[src/hw/rtl/ilte_pkg.sv]
// ----------------------------------------------------------------------------
// ilte_pkg
// Shared widths, register indexes, payload types, controller states and the
// command and status groups of the interface line-tension energy unit.
// ----------------------------------------------------------------------------
`default_nettype none

package ilte_pkg;

   // Coordinate width used for the difference arithmetic.
   localparam int COORD_BITS = 32;
   localparam int FIELD_W    = 32;
   localparam int DIFF_W     = COORD_BITS + 1;
   localparam int ROOT_W     = DIFF_W + 1;
   localparam int SQ_W       = 2 * ROOT_W;
   localparam int REM_W      = ROOT_W + 3;
   localparam int BOX_W      = 31;
   localparam int LEN_W      = 48;
   localparam int HALF_W     = LEN_W / 2;
   localparam int TEN_W      = 32;
   localparam int MUL_W      = (DIFF_W > TEN_W) ? DIFF_W : TEN_W;
   localparam int PROD_W     = 2 * MUL_W;
   localparam int FULL_W     = PROD_W + HALF_W;
   localparam int EN_W       = 64;
   localparam int ADD_W      = ((ROOT_W > LEN_W) ? ROOT_W : LEN_W) + 1;
   localparam int STEP_W     = $clog2(ROOT_W + 1);
   localparam int CSR_ADDR_W = 4;
   localparam int CSR_DATA_W = 32;

   // Register indexes, taken from paddr[3:2].
   localparam logic [1:0] REG_TENSION = 2'd0;
   localparam logic [1:0] REG_BOX_X   = 2'd1;
   localparam logic [1:0] REG_BOX_Y   = 2'd2;
   localparam logic [1:0] REG_BOX_Z   = 2'd3;

   localparam logic [1:0] AXIS_X = 2'd0;
   localparam logic [1:0] AXIS_Y = 2'd1;
   localparam logic [1:0] AXIS_Z = 2'd2;

   typedef struct packed {
      logic signed [FIELD_W-1:0] node_x;
      logic signed [FIELD_W-1:0] node_y;
      logic signed [FIELD_W-1:0] node_z;
      logic signed [FIELD_W-1:0] nbr_x;
      logic signed [FIELD_W-1:0] nbr_y;
      logic signed [FIELD_W-1:0] nbr_z;
      logic                      node_in_a;
      logic                      nbr_in_a;
      logic                      periodic;
      logic                      empty_node;
      logic                      last_edge;
      logic                      last_node;
   } req_type;

   typedef struct packed {
      logic signed [EN_W-1:0] node_energy;
      logic signed [EN_W-1:0] total_energy;
      logic                   total_valid;
   } rsp_type;

   typedef struct packed {
      logic [TEN_W-1:0] tension;
      logic [BOX_W-1:0] box_x;
      logic [BOX_W-1:0] box_y;
      logic [BOX_W-1:0] box_z;
   } cfg_type;

   typedef enum logic [3:0] {
      ST_IDLE,
      ST_DECIDE,
      ST_DIFF,
      ST_MOD,
      ST_WRAP,
      ST_SQ,
      ST_ACC,
      ST_ROOT,
      ST_LEN,
      ST_MLO,
      ST_MHI,
      ST_SAT,
      ST_NEG,
      ST_ESUM,
      ST_OUT
   } state_type;

   typedef struct packed {
      logic       load;
      logic       diff;
      logic       mod_step;
      logic       wrap;
      logic       sq;
      logic       acc;
      logic       root_step;
      logic       len;
      logic       mlo;
      logic       mhi;
      logic       sat;
      logic       neg;
      logic       esum;
      logic       out_load;
      logic [1:0] axis;
   } cmd_type;

   typedef struct packed {
      logic mixed;
      logic empty;
      logic ends;
      logic wrap;
      logic slot_free;
   } stat_type;

endpackage

`default_nettype wire

[src/hw/rtl/ilte_dp.sv]
// ----------------------------------------------------------------------------
// ilte_dp
// Datapath: axis wrap by serial remainder, shared multiplier, serial square
// root, saturating length and energy sums and the result register.
// ----------------------------------------------------------------------------
`default_nettype none

module ilte_dp (
   input  wire logic               clock,
   input  wire logic               reset,
   input  wire ilte_pkg::req_type  req_data,
   output logic                    rsp_valid,
   input  wire logic               rsp_stall,
   output ilte_pkg::rsp_type       rsp_data,
   input  wire ilte_pkg::cfg_type  cfg,
   input  wire ilte_pkg::cmd_type  cmd,
   output ilte_pkg::stat_type      stat
);
   import ilte_pkg::*;

   localparam logic [LEN_W-1:0] LEN_MAX = '1;
   localparam logic [EN_W-1:0]  S64_MAX = {1'b0, {(EN_W-1){1'b1}}};
   localparam logic [EN_W-1:0]  S64_MIN = {1'b1, {(EN_W-1){1'b0}}};

   // Captured item.
   req_type            item_ff;
   // Axis arithmetic.
   logic [DIFF_W-1:0]  absd_ff, div_ff, mag_ff;
   logic [BOX_W-1:0]   mrem_ff;
   // Squares and root.
   logic [PROD_W-1:0]  prod_ff, plo_ff;
   logic [SQ_W-1:0]    sq_ff;
   logic [ROOT_W-1:0]  root_ff;
   logic [REM_W-3:0]   rrem_ff;
   // Sums and energy.
   logic [LEN_W-1:0]   len_ff;
   logic [EN_W-1:0]    p_ff, e_ff, es_ff;
   rsp_type            rsp_ff;
   logic               rsp_valid_ff, rsp_valid_in;

   logic [BOX_W-1:0]          box;
   logic [FIELD_W-1:0]        ca, cb;
   logic signed [DIFF_W-1:0]  d;
   logic [DIFF_W-1:0]         absd;
   logic [BOX_W:0]            mrem_t;
   logic [BOX_W-1:0]          half, mag_w;
   logic [MUL_W-1:0]          mul_a, mul_b;
   logic [PROD_W-1:0]         prod;
   logic [REM_W-1:0]          rrem_t, trial;
   logic [ADD_W-1:0]          len_sum;
   logic [TEN_W-1:0]          tmag;
   logic                      tneg;
   logic [FULL_W-1:0]         full;
   logic [FULL_W-1:0]         lim;
   logic [EN_W:0]             es_sum;
   logic [EN_W-1:0]           es_sat, es_rnd;

   function automatic logic signed [DIFF_W-1:0] coord_ext(input logic [FIELD_W-1:0] v);
      logic signed [COORD_BITS-1:0] c;
      c = COORD_BITS'(v);
      return DIFF_W'(c);
   endfunction

   // Status towards the controller.
   always_comb begin
      stat.mixed     = item_ff.node_in_a ^ item_ff.nbr_in_a;
      stat.empty     = item_ff.empty_node;
      stat.ends      = item_ff.empty_node || item_ff.last_edge;
      stat.wrap      = item_ff.periodic && (box != '0);
      stat.slot_free = !rsp_valid_ff || !rsp_stall;
   end

   // Axis selection.
   always_comb begin
      case (cmd.axis)
         AXIS_X:  begin box = cfg.box_x; ca = item_ff.node_x; cb = item_ff.nbr_x; end
         AXIS_Y:  begin box = cfg.box_y; ca = item_ff.node_y; cb = item_ff.nbr_y; end
         AXIS_Z:  begin box = cfg.box_z; ca = item_ff.node_z; cb = item_ff.nbr_z; end
         default: begin box = cfg.box_z; ca = item_ff.node_z; cb = item_ff.nbr_z; end
      endcase
   end

   // Axis difference, remainder step and minimum image.
   always_comb begin
      d      = coord_ext(ca) - coord_ext(cb);
      absd   = d[DIFF_W-1] ? DIFF_W'(-d) : DIFF_W'(d);
      mrem_t = {mrem_ff, div_ff[DIFF_W-1]};
      half   = box >> 1;
      mag_w  = (mrem_ff > half) ? (box - mrem_ff) : mrem_ff;
   end

   // Shared multiplier.
   always_comb begin
      tneg = cfg.tension[TEN_W-1];
      tmag = tneg ? (~cfg.tension + 1'b1) : cfg.tension;
      if (cmd.sq) begin
         mul_a = MUL_W'(mag_ff);
         mul_b = MUL_W'(mag_ff);
      end else if (cmd.mlo) begin
         mul_a = MUL_W'(tmag);
         mul_b = MUL_W'(len_ff[HALF_W-1:0]);
      end else begin
         mul_a = MUL_W'(tmag);
         mul_b = MUL_W'(len_ff[LEN_W-1:HALF_W]);
      end
      prod = mul_a * mul_b;
   end

   // Square root step and saturating arithmetic.
   always_comb begin
      rrem_t  = {rrem_ff, sq_ff[SQ_W-1:SQ_W-2]};
      trial   = REM_W'({root_ff, 2'b01});
      len_sum = ADD_W'(len_ff) + ADD_W'(root_ff);
      full    = (FULL_W'(prod_ff) << HALF_W) + FULL_W'(plo_ff);
      lim     = tneg ? FULL_W'(S64_MIN) : FULL_W'(S64_MAX);
      es_sum  = {e_ff[EN_W-1], e_ff} + {es_ff[EN_W-1], es_ff};
      if (es_sum[EN_W] != es_sum[EN_W-1]) es_sat = es_sum[EN_W] ? S64_MIN : S64_MAX;
      else                                es_sat = es_sum[EN_W-1:0];
      // Halving rounds toward zero.
      es_rnd  = es_ff + EN_W'(es_ff[EN_W-1]);
   end

   assign rsp_valid = rsp_valid_ff;
   assign rsp_data  = rsp_ff;

   // Result handshake.
   always_comb begin
      rsp_valid_in = rsp_valid_ff && rsp_stall;
      if (cmd.out_load) rsp_valid_in = 1'b1;
   end

   always_ff @(posedge clock) begin
      if (reset) begin
         rsp_valid_ff <= 1'b0;
         len_ff       <= '0;
         es_ff        <= '0;
      end else begin
         rsp_valid_ff <= rsp_valid_in;
         if (cmd.len) begin
            len_ff <= (len_sum > ADD_W'(LEN_MAX)) ? LEN_MAX : len_sum[LEN_W-1:0];
         end
         if (cmd.esum) begin
            es_ff  <= es_sat;
            len_ff <= '0;
         end
         if (cmd.out_load && item_ff.last_node) es_ff <= '0;
      end
   end

   // Payload registers.
   always_ff @(posedge clock) begin
      if (cmd.load) begin
         item_ff <= req_data;
         sq_ff   <= '0;
         root_ff <= '0;
         rrem_ff <= '0;
      end
      if (cmd.diff) begin
         absd_ff <= absd;
         div_ff  <= absd;
         mrem_ff <= '0;
      end
      if (cmd.mod_step) begin
         mrem_ff <= (mrem_t >= {1'b0, box}) ? BOX_W'(mrem_t - {1'b0, box}) : BOX_W'(mrem_t);
         div_ff  <= div_ff << 1;
      end
      if (cmd.wrap) mag_ff <= stat.wrap ? DIFF_W'(mag_w) : absd_ff;
      if (cmd.sq || cmd.mlo) prod_ff <= prod;
      if (cmd.mhi) begin
         plo_ff  <= prod_ff;
         prod_ff <= prod;
      end
      if (cmd.acc) sq_ff <= sq_ff + SQ_W'(prod_ff);
      if (cmd.root_step) begin
         if (rrem_t >= trial) begin
            rrem_ff <= (REM_W-2)'(rrem_t - trial);
            root_ff <= {root_ff[ROOT_W-2:0], 1'b1};
         end else begin
            rrem_ff <= (REM_W-2)'(rrem_t);
            root_ff <= {root_ff[ROOT_W-2:0], 1'b0};
         end
         sq_ff <= sq_ff << 2;
      end
      if (cmd.sat) p_ff <= (full > lim) ? lim[EN_W-1:0] : full[EN_W-1:0];
      if (cmd.neg) e_ff <= tneg ? (~p_ff + 1'b1) : p_ff;
      if (cmd.out_load) begin
         rsp_ff.node_energy <= e_ff;
         if (item_ff.last_node) begin
            rsp_ff.total_energy <= {es_rnd[EN_W-1], es_rnd[EN_W-1:1]};
            rsp_ff.total_valid  <= 1'b1;
         end else begin
            rsp_ff.total_energy <= '0;
            rsp_ff.total_valid  <= 1'b0;
         end
      end
   end

endmodule

`default_nettype wire

[config.mk]
export PLATFORM = sky130hd
export DESIGN_NAME = ilte_dp
export DESIGN_NICKNAME = d
export VERILOG_FILES = /design/src/hw/rtl/ilte_pkg.sv /design/src/hw/rtl/ilte_dp.sv
export SDC_FILE = /design/constraint.sdc
export NUM_CORES = 2
export LEC_CHECK = 0
export ABC_AREA = 1
export BUFFER_PORTS_ARGS = -buffer_cell sky130_fd_sc_hd__buf_2
export CAP_MARGIN = 20
export CORE_UTILIZATION = 48
export CTS_BUF_LIST = sky130_fd_sc_hd__clkbuf_2 sky130_fd_sc_hd__clkbuf_4 sky130_fd_sc_hd__clkbuf_8
export CTS_CLUSTER_DIAMETER = 40
export DETAILED_ROUTE_END_ITERATION = 7
export GPL_TIMING_DRIVEN = 0
export PLACE_DENSITY_LB_ADDON = 0.15
export SETUP_SLACK_MARGIN = 0.05
export SYNTH_ARGS = -nofsm -noshare
export SYNTH_HDL_FRONTEND = slang
export SYNTH_SLANG_ARGS = --single-unit
[constraint.sdc]
create_clock -name clock -period 17.4 [get_ports clock]
set_clock_uncertainty 0.05 [all_clocks]
set_input_delay 0.87 -clock clock [delete_from_list [all_inputs] [get_ports clock]]
set_output_delay 0.87 -clock clock [all_outputs]
set_load 0.005 [all_outputs]
==> results.md <==
- Status: finished, final reports clean
- CP Launch Type: primary input
- Max-cap viol count: 0
- HP Class: primary input to register
- Final Util: 0.546
- WS Path Type: primary input to register
- Cts hold-fix bufs: 197
- Final hold vios: 0
- Die area: 0.211 sq mm
- Max Slew Vio Count: 0
- Critical Path End: prod_ff[62]$_DFFE_PP_
- Syn Nets: 14,500
- Post-synth top area cell: edfxtp_1
- Area Overhead vs Synth: 12.8%
- Synth top area share: 0.255
- Primary FF master, synth: edfxtp_1
- TritonCTS buffer count: 197
- Vias post-DR: 90,900
- Avg Inst Size Synth: 7.98 sq um
- Setup TNS: 0 ns
- Die Y: 459 um
- Reg-to-Reg End: prod_ff[55]$_DFFE_PP_
- Worst R2R Path Depth: 27
- Worst setup EP type: register
- Post-CTS Setup Inserts: 0
- CP max FO: 50
- Total gr overflow: 0
- Post-route ant nets: 0
- Post-synthesis cell count: 12,600
- Register bit total from synthesis: 966
- # IOs: 477
- Synth cell types: 66
- Critical Path Most Common Cell: fa_1
- Ys Warns: 0
- Final nets: 15,400
- RSZ-0062 raised after global routing: false
- H-tree lvl count: 4
- Worst r2r src: mag_ff[19]$_DFFE_PP_
- Largest net degree at the start of global routing: 112
- Hpwl dp: 321 mm
- Clock transition at path regs: 0.06 ns
- Mapped cell area: 0.100 sq mm
- # fillers: 19,900
- Rows: 167
- Placed Cells incl. Taps: 15,900
- Post-synth EDFFs: 850
- Worst setup path startpoint: cfg[124]
- Max Fclk: 81.5 MHz
- CTS resizes: 0
- Req. time, crit path: 18.06 ns
- Finished Cell Area: 0.113 sq mm
- First-pass GRT wire length: 566 mm
- CP max-delay cell: clkbuf_1
- Post-route DRC: 0
- Worst-skew pair later-pin latency: 1.00 ns
- CP arrival: 12.93 ns
- RePlAce Congestion: 1.08
- Drt pass-1 iters: 6
- Final min period: 12.27 ns
- Count of final setup violators: 0
- Async SR Flop Fraction: 0
- R2R setup slack: 6.27 ns
- Top-count cell post-synth: nand2_1
- Wirelength, routed: 387 mm
- Final period util: 0.705
- Worst-margin pin slew: 1.25 ns
- Worst hold start: cmd[6]
- Die X: 459 um
- Vias in the first global route: 90,500
- Sequential fraction of the synthesis area: 0.278
- Critical Path Max Stage Delay: 0.95 ns
- Dpl cell area: 0.107 sq mm
- Core box area: 0.207 sq mm
- Initial antenna violation count: 14
- Root buffer cell: clkbuf_8
- Avg WL per Cell: 23.5 um
- Share of cells above drive strength 1: 0.0771
- All-layer global routing usage: 0.363
- CTS max path bufs: 3
- Top cells by count, synth: nand2_1, inv_1, nor2_1
- Sinks on Clock Net: 966
- Vias per inst: 5.53
- Relative slew margins: 0.166
- Initial Util: 0.484
- Top cells by area, synth: edfxtp_1, fa_1, nand2_1, ha_1, inv_1
- 1st-iter DRT viols: 8,283
- I/O Buffers: 472
- CTS tree: built
- Finished Layout Cells: 16,400
## critical path: cells and delay by family
family | cells | cell delay (ns)
AO/OA/AOI/OAI | 3 | 0.74
XOR/XNOR | 1 | 0.19
adder cells (fa/ha/maj) | 9 | 4.83
buffers and inverters | 11 | 3.98
AND/OR/NAND/NOR | 10 | 2.23
## how the worst min path moves through the flow
stage | end | slack (ns) | cells after the start
finish | plo_ff[8]$_DFFE_PP_ | 0.11 | 1
global route | plo_ff[11]$_DFFE_PP_ | 0.07 | 1
CTS | plo_ff[8]$_DFFE_PP_ | 0.02 | 1
detailed placement | e_ff[0]$_DFFE_PP_ | 0.42 | 0
global placement | rsp_valid$_SDFF_PP0_ | 0.42 | 2
floorplan | rsp_data[100]$_DFFE_PP_ | 0.38 | 0
## cell usage in the layout (no fill, tap or decap), types with 62 or more instances in the layout
| cell | netlist | routed |
|---|---|---|
| a21oi_1 | 822 | 821 |
| a31oi_1 | 104 | 95 |
| buf_2 | 46 | 515 |
| clkbuf_1 | 232 | 232 |
| clkbuf_8 | 0 | 197 |
| dfxtp_1 | 116 | 116 |
| dlygate4sd3_1 | 0 | 197 |
| edfxtp_1 | 850 | 850 |
| fa_1 | 965 | 965 |
| ha_1 | 669 | 669 |
| inv_1 | 2222 | 2222 |
| nand2_1 | 2545 | 2542 |
| nand3_1 | 395 | 394 |
| nand4_1 | 115 | 115 |
| nor2_1 | 1694 | 1694 |
| nor3_1 | 128 | 128 |
| nor4_1 | 62 | 62 |
| o21a_1 | 77 | 77 |
| o21ai_0 | 582 | 582 |
| o21bai_1 | 68 | 68 |
| o22ai_1 | 67 | 67 |
| xnor2_1 | 155 | 155 |
| xor2_1 | 236 | 236 |
## metrics by stage
step | hold slack (ns) | setup slack, ns
2_1_floorplan | 0.383 | 8.54
3_3_place_gp | 0.417 | 3.87
3_5_place_dp | 0.421 | 4.60
4_1_cts | 0.0155 | 5.70
5_1_grt | 0.0669 | 4.92
6_report | 0.105 | 5.13
## sequential cells by signal, summed over array words and instances (netlist names)
register	cells
prod_ff	66
sq_ff	68
mag_ff	33
item_ff	197
root_ff	34
absd_ff	33
stat	1
rsp_valid	1
rrem_ff	35
es_ff	64
len_ff	48
div_ff	33
p_ff	64
e_ff	64
rsp_data	128
plo_ff	66
mrem_ff	31
## final cells by class
| class | count | area, sq um | share of cell area |
|---|---|---|---|
| multi-input cells | 9011 | 62500 | 0.553 |
| flip-flops and latches | 966 | 27800 | 0.246 |
| inverters | 2257 | 8470 | 0.0749 |
| repair buffers | 699 | 4820 | 0.0426 |
| well taps | 2788 | 3490 | 0.0308 |
| clock buffers | 238 | 3020 | 0.0267 |
| plain buffers | 332 | 1470 | 0.0130 |
| clock inverters | 128 | 1410 | 0.0124 |
| diodes | 8 | 20.0 | 0.000177 |
## logic make-up (layout without fill, tap and decap cells)
logic type	count (synthesis)	in the layout	synth area share
AO/OA/AOI/OAI	1899	1899	0.105
XOR/XNOR	391	391	0.0342
adder cells (fa/ha/maj)	1634	1634	0.276
buffers and inverters	2589	3654	0.0992
flip-flops	966	966	0.278
other	0	8	0
AND/OR/NAND/NOR	5087	5087	0.207
## layer usage
metal	global-route usage	vias to the layer above	wire length [um]
met5	0	-	67
li1	-	42100	-
met2	0.598	4131	179000
met3	0.0610	1017	29400
met4	0.236	12	29600
met1	0.438	43600	148000
Power is not shown: default switching activity piles up to over one toggle a cycle in this logic, so the estimate is an artifact.
