--- src/hw/rtl/ilte_pkg.sv ---
// ----------------------------------------------------------------------------
// ilte_pkg
// Shared widths, register indexes, payload types, controller states and the
// command and status groups of the interface line-tension energy unit.
// ----------------------------------------------------------------------------
`default_nettype none

package ilte_pkg;

   // Coordinate width used for the difference arithmetic.
   localparam int COORD_BITS = 32;
   localparam int FIELD_W    = 32;
   localparam int DIFF_W     = COORD_BITS + 1;
   localparam int ROOT_W     = DIFF_W + 1;
   localparam int SQ_W       = 2 * ROOT_W;
   localparam int REM_W      = ROOT_W + 3;
   localparam int BOX_W      = 31;
   localparam int LEN_W      = 48;
   localparam int HALF_W     = LEN_W / 2;
   localparam int TEN_W      = 32;
   localparam int MUL_W      = (DIFF_W > TEN_W) ? DIFF_W : TEN_W;
   localparam int PROD_W     = 2 * MUL_W;
   localparam int FULL_W     = PROD_W + HALF_W;
   localparam int EN_W       = 64;
   localparam int ADD_W      = ((ROOT_W > LEN_W) ? ROOT_W : LEN_W) + 1;
   localparam int STEP_W     = $clog2(ROOT_W + 1);
   localparam int CSR_ADDR_W = 4;
   localparam int CSR_DATA_W = 32;

   // Register indexes, taken from paddr[3:2].
   localparam logic [1:0] REG_TENSION = 2'd0;
   localparam logic [1:0] REG_BOX_X   = 2'd1;
   localparam logic [1:0] REG_BOX_Y   = 2'd2;
   localparam logic [1:0] REG_BOX_Z   = 2'd3;

   localparam logic [1:0] AXIS_X = 2'd0;
   localparam logic [1:0] AXIS_Y = 2'd1;
   localparam logic [1:0] AXIS_Z = 2'd2;

   typedef struct packed {
      logic signed [FIELD_W-1:0] node_x;
      logic signed [FIELD_W-1:0] node_y;
      logic signed [FIELD_W-1:0] node_z;
      logic signed [FIELD_W-1:0] nbr_x;
      logic signed [FIELD_W-1:0] nbr_y;
      logic signed [FIELD_W-1:0] nbr_z;
      logic                      node_in_a;
      logic                      nbr_in_a;
      logic                      periodic;
      logic                      empty_node;
      logic                      last_edge;
      logic                      last_node;
   } req_type;

   typedef struct packed {
      logic signed [EN_W-1:0] node_energy;
      logic signed [EN_W-1:0] total_energy;
      logic                   total_valid;
   } rsp_type;

   typedef struct packed {
      logic [TEN_W-1:0] tension;
      logic [BOX_W-1:0] box_x;
      logic [BOX_W-1:0] box_y;
      logic [BOX_W-1:0] box_z;
   } cfg_type;

   typedef enum logic [3:0] {
      ST_IDLE,
      ST_DECIDE,
      ST_DIFF,
      ST_MOD,
      ST_WRAP,
      ST_SQ,
      ST_ACC,
      ST_ROOT,
      ST_LEN,
      ST_MLO,
      ST_MHI,
      ST_SAT,
      ST_NEG,
      ST_ESUM,
      ST_OUT
   } state_type;

   typedef struct packed {
      logic       load;
      logic       diff;
      logic       mod_step;
      logic       wrap;
      logic       sq;
      logic       acc;
      logic       root_step;
      logic       len;
      logic       mlo;
      logic       mhi;
      logic       sat;
      logic       neg;
      logic       esum;
      logic       out_load;
      logic [1:0] axis;
   } cmd_type;

   typedef struct packed {
      logic mixed;
      logic empty;
      logic ends;
      logic wrap;
      logic slot_free;
   } stat_type;

endpackage

`default_nettype wire

--- src/hw/rtl/ilte_csr.sv ---
// ----------------------------------------------------------------------------
// ilte_csr
// APB-style register file holding the tension and the three box lengths.
// ----------------------------------------------------------------------------
`default_nettype none

module ilte_csr (
   input  wire logic                               clock,
   input  wire logic                               reset,
   input  wire logic                               csr_psel,
   input  wire logic                               csr_penable,
   input  wire logic                               csr_pwrite,
   input  wire logic [ilte_pkg::CSR_ADDR_W-1:0]    csr_paddr,
   input  wire logic [ilte_pkg::CSR_DATA_W-1:0]    csr_pwdata,
   output logic      [ilte_pkg::CSR_DATA_W-1:0]    csr_prdata,
   output logic                                    csr_pready,
   output ilte_pkg::cfg_type                       cfg
);
   import ilte_pkg::*;

   cfg_type    cfg_ff, cfg_in;
   logic       wr_en;
   logic [1:0] idx;

   assign idx        = csr_paddr[3:2];
   assign wr_en      = csr_psel && csr_penable && csr_pwrite;
   assign csr_pready = 1'b1;
   assign cfg        = cfg_ff;

   // Register write decode.
   always_comb begin
      cfg_in = cfg_ff;
      if (wr_en) begin
         case (idx)
            REG_TENSION: cfg_in.tension = csr_pwdata;
            REG_BOX_X:   cfg_in.box_x   = csr_pwdata[BOX_W-1:0];
            REG_BOX_Y:   cfg_in.box_y   = csr_pwdata[BOX_W-1:0];
            REG_BOX_Z:   cfg_in.box_z   = csr_pwdata[BOX_W-1:0];
            default:     cfg_in = cfg_ff;
         endcase
      end
   end

   // Read mux.
   always_comb begin
      case (idx)
         REG_TENSION: csr_prdata = cfg_ff.tension;
         REG_BOX_X:   csr_prdata = CSR_DATA_W'(cfg_ff.box_x);
         REG_BOX_Y:   csr_prdata = CSR_DATA_W'(cfg_ff.box_y);
         REG_BOX_Z:   csr_prdata = CSR_DATA_W'(cfg_ff.box_z);
         default:     csr_prdata = '0;
      endcase
   end

   // The tension resets to 1.0 in Q16.16.
   always_ff @(posedge clock) begin
      if (reset) begin
         cfg_ff.tension <= TEN_W'(65536);
         cfg_ff.box_x   <= '0;
         cfg_ff.box_y   <= '0;
         cfg_ff.box_z   <= '0;
      end else begin
         cfg_ff <= cfg_in;
      end
   end

endmodule

`default_nettype wire

--- config.mk ---
export PLATFORM = sky130hd
export DESIGN_NAME = ilte_csr
export DESIGN_NICKNAME = d
export VERILOG_FILES = /design/src/hw/rtl/ilte_pkg.sv /design/src/hw/rtl/ilte_csr.sv
export SDC_FILE = /design/constraint.sdc
export NUM_CORES = 1
export LEC_CHECK = 0
export BUFFER_PORTS_ARGS = -buffer_cell sky130_fd_sc_hd__buf_2
export CAP_MARGIN = 20
export CORE_MARGIN = 5
export CORE_UTILIZATION = 54
export DETAILED_ROUTE_END_ITERATION = 6
export PLACE_DENSITY = 0.85
export SLEW_MARGIN = 20
export SYNTH_ARGS = -nofsm -noshare
export SYNTH_HDL_FRONTEND = slang
export SYNTH_SLANG_ARGS = --single-unit
--- constraint.sdc ---
create_clock -name clock -period 3 [get_ports clock]
set_clock_uncertainty 0.05 [all_clocks]
set_input_delay 0.3 -clock clock [delete_from_list [all_inputs] [get_ports clock]]
set_output_delay 0.3 -clock clock [all_outputs]
set_load 0.02 [all_outputs]
==> results of run 1 <==
==> synth_stat cells <==
cell type	n	share of area
sky130_fd_sc_hd__buf_4	15	0.020
sky130_fd_sc_hd__and3_1	1	0.0011
sky130_fd_sc_hd__dfxtp_1	125	0.43
sky130_fd_sc_hd__nand3_1	1	0.00087
sky130_fd_sc_hd__clkbuf_1	16	0.010
sky130_fd_sc_hd__nor2_1	2	0.0013
sky130_fd_sc_hd__nand3_2	1	0.0017
sky130_fd_sc_hd__nor3_4	1	0.0028
sky130_fd_sc_hd__mux2i_1	125	0.22
sky130_fd_sc_hd__buf_2	1	0.00087
sky130_fd_sc_hd__conb_1	1	0.00065
sky130_fd_sc_hd__buf_6	6	0.012
sky130_fd_sc_hd__nor3b_1	1	0.0013
sky130_fd_sc_hd__nor3b_2	1	0.0022
sky130_fd_sc_hd__mux4_2	31	0.12
sky130_fd_sc_hd__nand2b_1	156	0.17
sky130_fd_sc_hd__or3_1	1	0.0011
sky130_fd_sc_hd__nand3b_1	2	0.0026
==> final cells by class <==
type,instances,area [µm²]
clock buffers,19,421.7
clock inverters,13,192.7
fillers,777,2934
multi-input cells,324,3020
flip-flops and latches,125,2502
well taps,136,170.2
repair buffers,210,1129
==> final timing paths <==
kind         slack, ps  depth (start not counted)       endpoint      startpoint
max reg2reg       2250                          2        cfg[30]         cfg[30]
max                990                          4  csr_prdata[3]    csr_paddr[3]
min                 30                          3       cfg[109]  csr_pwdata[16]
min reg2reg        440                          2        cfg[88]         cfg[88]
==> per-stage QoR <==
stage / hold slack (ps) / power (W) / cells / area, µm²
4_1_cts: 10.13 / 0.004121 / 827 / 7436
3_3_place_gp: 416.2 / 0.002016 / 794 / 6812
6_report: 29.32 / 0.004094 / 827 / 7436
2_1_floorplan: 405.3 / 0.001936 / 487 / 5763
3_5_place_dp: 426.8 / 0.002026 / 794 / 6812
5_1_grt: 40.72 / 0.004236 / 827 / 7436
==> logic make-up (layout without fill, tap and decap cells) <==
group,after synthesis,after routing,synth area share
other,1,1,0.0006507
multiplexers,156,156,0.3383
buffers and inverters,38,242,0.04255
flip-flops,125,125,0.4342
AND/OR/NAND/NOR,167,167,0.1843
==> where the power goes <==
group / total, W / internal, W / switching [W]
Clock: 0.00210 / 0.00135 / 0.000749
Sequential: 0.00170 / 0.00168 / 0.0000171
Combinational: 0.000291 / 0.000131 / 0.000160
Total: 0.00409 / 0.00317 / 0.000926
==> tightest hold or removal path, stage by stage <==
cell                      delay [ps]
sky130_fd_sc_hd__buf_2            90
sky130_fd_sc_hd__nor2_1           40
sky130_fd_sc_hd__mux2i_1         110
==> metal layers <==
metal | part of all wire | global-route usage
met4 | 0.012 | 0.06811
met1 | 0.41 | 0.2760
met5 | 0 | 0
met3 | 0.069 | 0.06952
met2 | 0.51 | 0.4127
==> cells in the final DEF, fill, tap and decap left out, drive strengths merged, types with 4 or more instances in the layout <==
master,netlist,layout
mux4,31,31
mux2i,125,125
clkbuf,16,19
clkinv,0,7
nand2b,156,156
bufinv,0,4
dfxtp,125,125
buf,22,209
==> impl_metrics.tcl, run 1 <==
set metrics [dict create \
    result_of_the_run "finished, final reports clean" \
    route.final.wire_length_um 14940 \
    timing_worst_setup_path_type "input port to output port" \
    leakagePower_nw 3.830 \
    antenna_found_initial 0 \
    drive_gt1_frac 0.3965 \
    vias_in_the_first_global_route 4674 \
    final_number_of_hold_violating_endpoints 0 \
    route.detailed.wl_per_inst_um 18.07 \
    grt_setup_unrepaired "false" \
    die_y_um 113.3 \
    drt_drc_violations_left 0 \
    power-per-cell-area_nw_per_um2 550.5 \
    synthesized_nets 528 \
    port_buffers 195 \
    die-area_um2 12840 \
    drv_slew 0 \
    worstPathCellList "buf_2 -> buf_4 -> mux4_2 -> buf_2" \
    finalSetupViolations 0 \
    overflow 0 \
    n_antenna_cell 0 \
    antenna_violating_nets_post_route 0 \
    synthesis.area_um2 5763 \
    number_of_placement_rows 37 \
    cts_resized 0 \
    worst_setup_hold_path_clk_slew_ps 60 \
    synth_cells 487 \
    vias 4414 \
    cts.hold.buffers_added 1 \
    io_pins 199 \
    nets 719 \
    max-vdd-ir-drop_v 0.0003020 \
    timing.critical_path.slowest_stage_cell "sky130_fd_sc_hd__buf_2" \
    layout.core_utilization 0.7171 \
    post-place-ws_ps 871.8 \
    slew_headroom 0.5723 \
    floorplan_core_area_um2 10370 \
    critPathTopFamily "buffers and inverters" \
    cts_tree "done" \
    synth.yosys.warnings 0 \
    min-delay-path-class "input port to flop" \
    floorplan.die.width_um 113.3 \
    critPathCaptureType "output port" \
    largest_register_ffs 125 \
    synth.yosys.seq_area_share 0.4342 \
    tightestPinTransition_ps 641.5 \
    global_route.usage.total 0.2343 \
    finalSetupTns_ps 0 \
    first_drt_iteration_drcs 188 \
    post_synthesis_to_final_layout_area_growth_pct 29.03 \
    finalWorstSetupSlack_ps 994.8 \
    initial_core_util 0.5557 \
    gpl.final_weighted_congestion 0.8084 \
    grt_pass1_wl_um 24110 \
    crit_path_frequent_cell "sky130_fd_sc_hd__buf_2" \
    synth.ff_latch_count 125 \
    worst_setup_path_start_kind "input port" \
    cts.repair_timing.setup_buffer_count 0 \
    clk_latency_ps 510 \
    cp.buffers_inverters 3 \
    cp_data_arrival_time_ps 1660 \
    max-clock-path-buffers 2 \
    clockRootBuffer "sky130_fd_sc_hd__clkbuf_8" \
    cts_buffers 17 \
    min_period_over_period 0.6684 \
    top_achievable_clock_speed_mhz 498.7 \
    maxCapViolCount 0 \
    cp_data_required_time_ps 2650 \
    timing.critical_path.slowest_cell_delay_ps 500 \
    critPathMaxFanout 20 \
    post-dp-hpwl_um 10510 \
    finalCriticalPeriod_ps 2005 \
    viasPerCell 5.337 \
    synth_cell_types 18 \
    h-tree-depth 4 \
    synthesis.area_per_instance_um2 11.83 \
    first_pass_iters 4 \
    cts.sink_count 125 \
    maximum_number_of_pins_on_one_net_before_global_route_repair 82 \
]
Note: power is estimated with default switching activity, not from simulation.
==> run 2, diff against run 1 <==
- ABC_AREA: not set -> 1
- CORE_UTILIZATION: 54 -> 45
- PLACE_DENSITY: 0.85 -> 0.76
- clock period: 3 -> 1.7 ns (I/O delays scaled with it)
==> impl_metrics.tcl, run 2 <==
set metrics [dict create \
    result_of_the_run "finished, final reports clean" \
    synthesized_nets 937 \
    viasPerCell 4.997 \
    critPathMaxFanout 19 \
    cts.sink_count 125 \
    floorplan_core_area_um2 12570 \
    synth.ff_latch_count 125 \
    nets 1111 \
    critPathCaptureType "output port" \
    h-tree-depth 4 \
    maxCapViolCount 0 \
    vias 6271 \
    vias_in_the_first_global_route 5523 \
    dpl_cell_area_um2 6944 \
    synth_async_sr_flop_share 0 \
    drv_slew 0 \
    drt_drc_violations_left 0 \
    die_y_um 123.2 \
    post_synthesis_to_final_layout_area_growth_pct 29.92 \
    clockRootBuffer "sky130_fd_sc_hd__clkbuf_16" \
    synth_commonest_cells "sky130_fd_sc_hd__nand2_1, sky130_fd_sc_hd__nor2_1, sky130_fd_sc_hd__nand3_1, sky130_fd_sc_hd__dfxtp_1, sky130_fd_sc_hd__inv_1" \
    placed_cells 1222 \
    ys_top_cells_by_area "sky130_fd_sc_hd__dfxtp_1, sky130_fd_sc_hd__nand2_1, sky130_fd_sc_hd__nor2_1" \
    synth.yosys.seq_area_share 0.4342 \
    synth_largest_area_cell "sky130_fd_sc_hd__dfxtp_1" \
    finalCriticalPeriod_ps 1419 \
    max-clock-path-buffers 2 \
    first_drt_iteration_drcs 508 \
    grt_setup_unrepaired "false" \
    synth_cell_types 15 \
    leakagePower_nw 3.706 \
    final_number_of_hold_violating_endpoints 0 \
    cts.repair_timing.setup_buffer_count 0 \
    initial_core_util 0.4585 \
    post-dp-hpwl_um 11410 \
    worst_setup_hold_path_clk_slew_ps 50 \
    clk_latency_ps 410 \
    route.final.wire_length_um 17490 \
    synthesis.area_per_instance_um2 6.432 \
    finalInstanceArea_um2 7487 \
    timing_worst_setup_path_type "input port to output port" \
    finalNonFillerCells 1255 \
    io_pins 199 \
    number_of_placement_rows 41 \
    antenna_violating_nets_post_route 0 \
    yosysMostFrequentCell "sky130_fd_sc_hd__nand2_1" \
    die-area_um2 15170 \
    cts_buffers 17 \
    synth-adder-area-share 0 \
    maximum_number_of_pins_on_one_net_before_global_route_repair 65 \
    drive_gt1_frac 0.2382 \
    overflow 0 \
    synthesis.area_um2 5763 \
    floorplan.die.width_um 123.2 \
    synth.yosys.warnings 0 \
    route.detailed.wl_per_inst_um 13.93 \
    worst_setup_path_start_kind "input port" \
    synth_top_family_by_area "simple AND/OR/NAND/NOR gates" \
    muxShareOfSynthArea 0 \
    gpl.final_weighted_congestion 0.7885 \
    top_achievable_clock_speed_mhz 705.0 \
    grt_pass1_wl_um 27530 \
    synthSimpleGateAreaFrac 0.4811 \
    synth_enable_flop_cells 0 \
    mostFrequentLayoutCell "sky130_fd_sc_hd__nand2_1" \
    first_pass_iters 5 \
    synth_cells 896 \
    ys.flop_type "sky130_fd_sc_hd__dfxtp_1" \
    power-per-cell-area_nw_per_um2 943.7 \
    port_buffers 195 \
    n_antenna_cell 0 \
    antenna_found_initial 0 \
    synth_compound_gate_area_share 0.0008684 \
    num-fill-cells 1241 \
    max-vdd-ir-drop_v 0.0004977 \
    synth_top_area_share 0.4342 \
    global_route.usage.total 0.2290 \
    cp_data_arrival_time_ps 1200 \
    min-delay-path-class "input port to flop" \
    largest_register_ffs 125 \
    most-common-layout-cells "sky130_fd_sc_hd__nand2_1, sky130_fd_sc_hd__nor2_1, sky130_fd_sc_hd__buf_2" \
    synthXorXnorAreaFrac 0 \
    finalSetupTns_ps 0 \
    finalSetupViolations 0 \
    cts_tree "done" \
    cp_data_required_time_ps 1480 \
    min_period_over_period 0.8344 \
]
run 2: cell count changes in the layout (fill, tap and decap cells not counted), moves of 6 or more:
cell,change
sky130_fd_sc_hd__nor2_1,+247
sky130_fd_sc_hd__mux2i_1,-125
sky130_fd_sc_hd__clkinv_4,-6
sky130_fd_sc_hd__inv_1,+33
sky130_fd_sc_hd__nand4_1,+31
sky130_fd_sc_hd__nand2_1,+254
sky130_fd_sc_hd__buf_12,+9
sky130_fd_sc_hd__nand2b_1,-156
sky130_fd_sc_hd__nand3_1,+126
sky130_fd_sc_hd__clkinv_2,+6
sky130_fd_sc_hd__mux4_2,-31
run 2: routing by layer:
metal | wire length, µm | track usage | up-vias
met2 | 8252 | 0.3717 | 264
met3 | 1439 | 0.04712 | 16
met4 | 208 | 0.08097 | 0
li1 | - | - | 3150
met5 | 0 | 0 | -
met1 | 7585 | 0.3028 | 2841
run 2: cell type report:
type                    instances  area [µm²]  area share
clock inverters                 7       37.54    0.005013
clock buffers                  25       495.5     0.06618
multi-input cells             670        2791      0.3728
well taps                     172       215.2     0.02874
repair buffers                218        1301      0.1738
inverters                      38       143.9     0.01922
flip-flops and latches        125        2502      0.3342
run 2: cells by family (layout without fill, tap and decap cells):
| kind of cell | after synthesis | in the layout |
|---|---|---|
| AOI/OAI and AO/OA | 1 | 1 |
| and+or+nand+nor | 668 | 668 |
| DFF | 125 | 125 |
| other | 1 | 1 |
| buffers and inverters | 101 | 288 |
run 2: metrics by stage:
stage | total power (W) | hold WS (ps) | util | worst slack [ps]
after floorplan | 0.003601 | 246.3 | - | 566.4
after global placement | 0.003873 | 351.5 | 0.5525 | 304.5
after detailed placement | 0.003880 | 364.0 | 0.5525 | 291.2
after CTS | 0.007130 | 36.37 | 0.5957 | 273.8
after global routing | 0.007331 | 75.68 | 0.5957 | 179.7
final | 0.007066 | 56.83 | 0.5957 | 281.5
run 2: power breakdown:
part | switching, W | internal, W
Sequential | 0.0000519 | 0.00300
Clock | 0.00124 | 0.00200
Combinational | 0.000517 | 0.000257
run 2: worst paths after layout:
check / start / to / slack, ps / cells past startpoint
setup / recovery: csr_paddr[2] / csr_prdata[15] / 280 / 7
hold / removal: csr_pwdata[31] / cfg[124] / 60 / 5
setup reg to reg: cfg[109] / cfg[109] / 1030 / 2
hold reg to reg: cfg[13] / cfg[13] / 440 / 2
run 2: critical path, cell delays in order:
cell and delay [ps]:
sky130_fd_sc_hd__buf_2 180, sky130_fd_sc_hd__nand2_1 120, sky130_fd_sc_hd__inv_2 110, sky130_fd_sc_hd__buf_4 260
sky130_fd_sc_hd__nand2_1 100, sky130_fd_sc_hd__nand4_1 100, sky130_fd_sc_hd__buf_2 160
run 2: what timing repair did:
action | in CTS | in global routing
hold buffers | 1 | 0
endpoints found under the hold margin | 1 | 0
gates resized for setup | 0 | 0
==> run 3, diff against run 2 <==
- CORE_UTILIZATION: 45 -> 50
- PLACE_DENSITY: 0.76 -> 0.8
- clock period: 1.7 -> 1.4 ns (I/O delays scaled with it)
==> impl_metrics.tcl, run 3 (same netlist as run 2, synthesis figures left out) <==
set metrics [dict create \
    clockRootBuffer "sky130_fd_sc_hd__clkbuf_16" \
    final_number_of_hold_violating_endpoints 0 \
    vias 6402 \
    antenna_violating_nets_post_route 0 \
    antenna_found_initial 0 \
    max-clock-path-buffers 2 \
    maximum_number_of_pins_on_one_net_before_global_route_repair 68 \
    overflow 0 \
    cts.sink_count 125 \
    min_period_over_period 0.9512 \
    vias_in_the_first_global_route 5986 \
    cp_data_arrival_time_ps 1140 \
    grt_pass1_wl_um 28830 \
    finalSetupViolations 0 \
    route.detailed.wl_per_inst_um 14.30 \
    mostFrequentLayoutCell "sky130_fd_sc_hd__nand2_1" \
    clk_latency_ps 410 \
    worst_setup_hold_path_clk_slew_ps 50 \
    max-vdd-ir-drop_v 0.0007190 \
    netSwitchingPower_w 0.002204 \
    ff2ff_path_depth 2 \
    finalSetupTns_ps 0 \
    min_path_cells 5 \
    timing.rr.start "cfg[37]" \
    nets 1125 \
    timing.critical_path.slowest_stage_cell "sky130_fd_sc_hd__buf_2" \
    num-fill-cells 1012 \
    n_antenna_cell 0 \
    worst_setup_path_start_kind "input port" \
    cellInternalPower_w 0.007028 \
    cts_buffers 17 \
    drive_gt1_frac 0.2470 \
    post_synthesis_to_final_layout_area_growth_pct 34.13 \
    power.share.combinational 0.109 \
    timing.critical_path.slowest_cell_delay_ps 170 \
    first_pass_iters 5 \
    post-dp-hpwl_um 11270 \
    worstPathCellList "buf_2 -> inv_2 -> nor2_4 -> buf_12 -> buf_12 -> nand2_1 -> nand4_1 -> buf_2" \
    die-area_um2 13770 \
    floorplan.die.width_um 117.4 \
    io_pins 199 \
    leakagePower_nw 3.843 \
    cp_data_required_time_ps 1210 \
    critPathMaxFanout 14 \
    result_of_the_run "finished, final reports clean" \
    number_of_placement_rows 39 \
    global_route.usage.total 0.2474 \
    cts_resized 0 \
    portion_of_total_power_attributed_to_sequential_cells 0.401 \
    fin_total_pwr_w 0.009232 \
    first_drt_iteration_drcs 481 \
    power-per-cell-area_nw_per_um2 1194 \
    p_clk_frac 0.490 \
    timing_worst_setup_path_type "input port to output port" \
    finalWorstSetupSlack_ps 68.31 \
    port_buffers 195 \
    finalCriticalPeriod_ps 1332 \
    gpl.final_weighted_congestion 0.7912 \
    switching_share 0.2387 \
    hold_start "csr_pwdata[27]" \
    top_achievable_clock_speed_mhz 750.9 \
    most-common-layout-cells "sky130_fd_sc_hd__nand2_1, sky130_fd_sc_hd__nor2_1, sky130_fd_sc_hd__buf_2" \
    post-place-ws_ps 67.66 \
    floorplan_core_area_um2 11370 \
    finalHoldWorstSlack_ps 51.28 \
    cts_tree "done" \
    route.final.wire_length_um 17730 \
    drt_drc_violations_left 0 \
    maxCapViolCount 0 \
    initial_core_util 0.5069 \
    critPathCaptureType "output port" \
    die_y_um 117.4 \
    viasPerCell 5.163 \
    h-tree-depth 4 \
    start_point_of_the_critical_path "csr_paddr[3]" \
    grt_setup_unrepaired "false" \
    largest_register_ffs 125 \
    min-delay-path-class "input port to flop" \
    drv_slew 0 \
]
run 3: changes by cell type in the layout (fill, tap and decap cells not counted), sizes merged:
cell	change
buf	+10
clkbuf	+4
bufinv	+3
clkinv	-3
clkinvlp	-1
dlygate4sd3	+1
run 3: area by class of cell:
class | count | area [µm²] | share of cell area
Clock buffer | 26 | 509.2 | 0.06588
Clock inverter | 6 | 105.1 | 0.01360
Inverter | 38 | 143.9 | 0.01861
Multi-Input combinational cell | 670 | 2791 | 0.3611
Sequential cell | 125 | 2502 | 0.3237
Tap cell | 143 | 178.9 | 0.02315
Timing Repair Buffer | 232 | 1499 | 0.1939
run 3: power groups by stage:
stage                     Combinational (W)  Sequential (W)  Clock [W]
after floorplan                    0.000512         0.00386          0
after global placement             0.000942         0.00377          0
after detailed placement           0.000952         0.00378          0
after CTS                          0.000961         0.00370    0.00456
after global routing                0.00110         0.00371    0.00475
final                               0.00100         0.00370    0.00452
run 3: repair_timing:
item | 4_1_cts | 5_1_grt
setup endpoints to repair | 0 | 3
hold buffers | 2 | 0
setup buffers | 0 | 3
endpoints found under the hold margin | 2 | 0
run 3: path summary, 6_finish.rpt:
check | endpoint | slack [ps]
max reg2reg | cfg[37] | 730
min | cfg[58] | 50
max | csr_prdata[23] | 70
min reg2reg | cfg[69] | 440
run 3: critical path, delay by kind of cell:
family | cells | cell delay (ps)
buffers and inverters | 5 | 710
AND/OR/NAND/NOR | 3 | 280
run 3: per-layer routing:
layer | GRT usage | vias to the layer above | part of all wire
met5 | 0 | - | 0
li1 | - | 3180 | -
met4 | 0.1037 | 0 | 0.021
met2 | 0.3971 | 269 | 0.47
met1 | 0.3091 | 2918 | 0.42
met3 | 0.07315 | 35 | 0.091
run 3: metrics by stage:
step	area, µm²	std cells	utilization
after floorplan	5763	896	-
after global placement	6985	1200	0.6144
after detailed placement	6985	1200	0.6144
after CTS	7620	1234	0.6702
after global routing	7730	1240	0.6799
final	7730	1240	0.6799
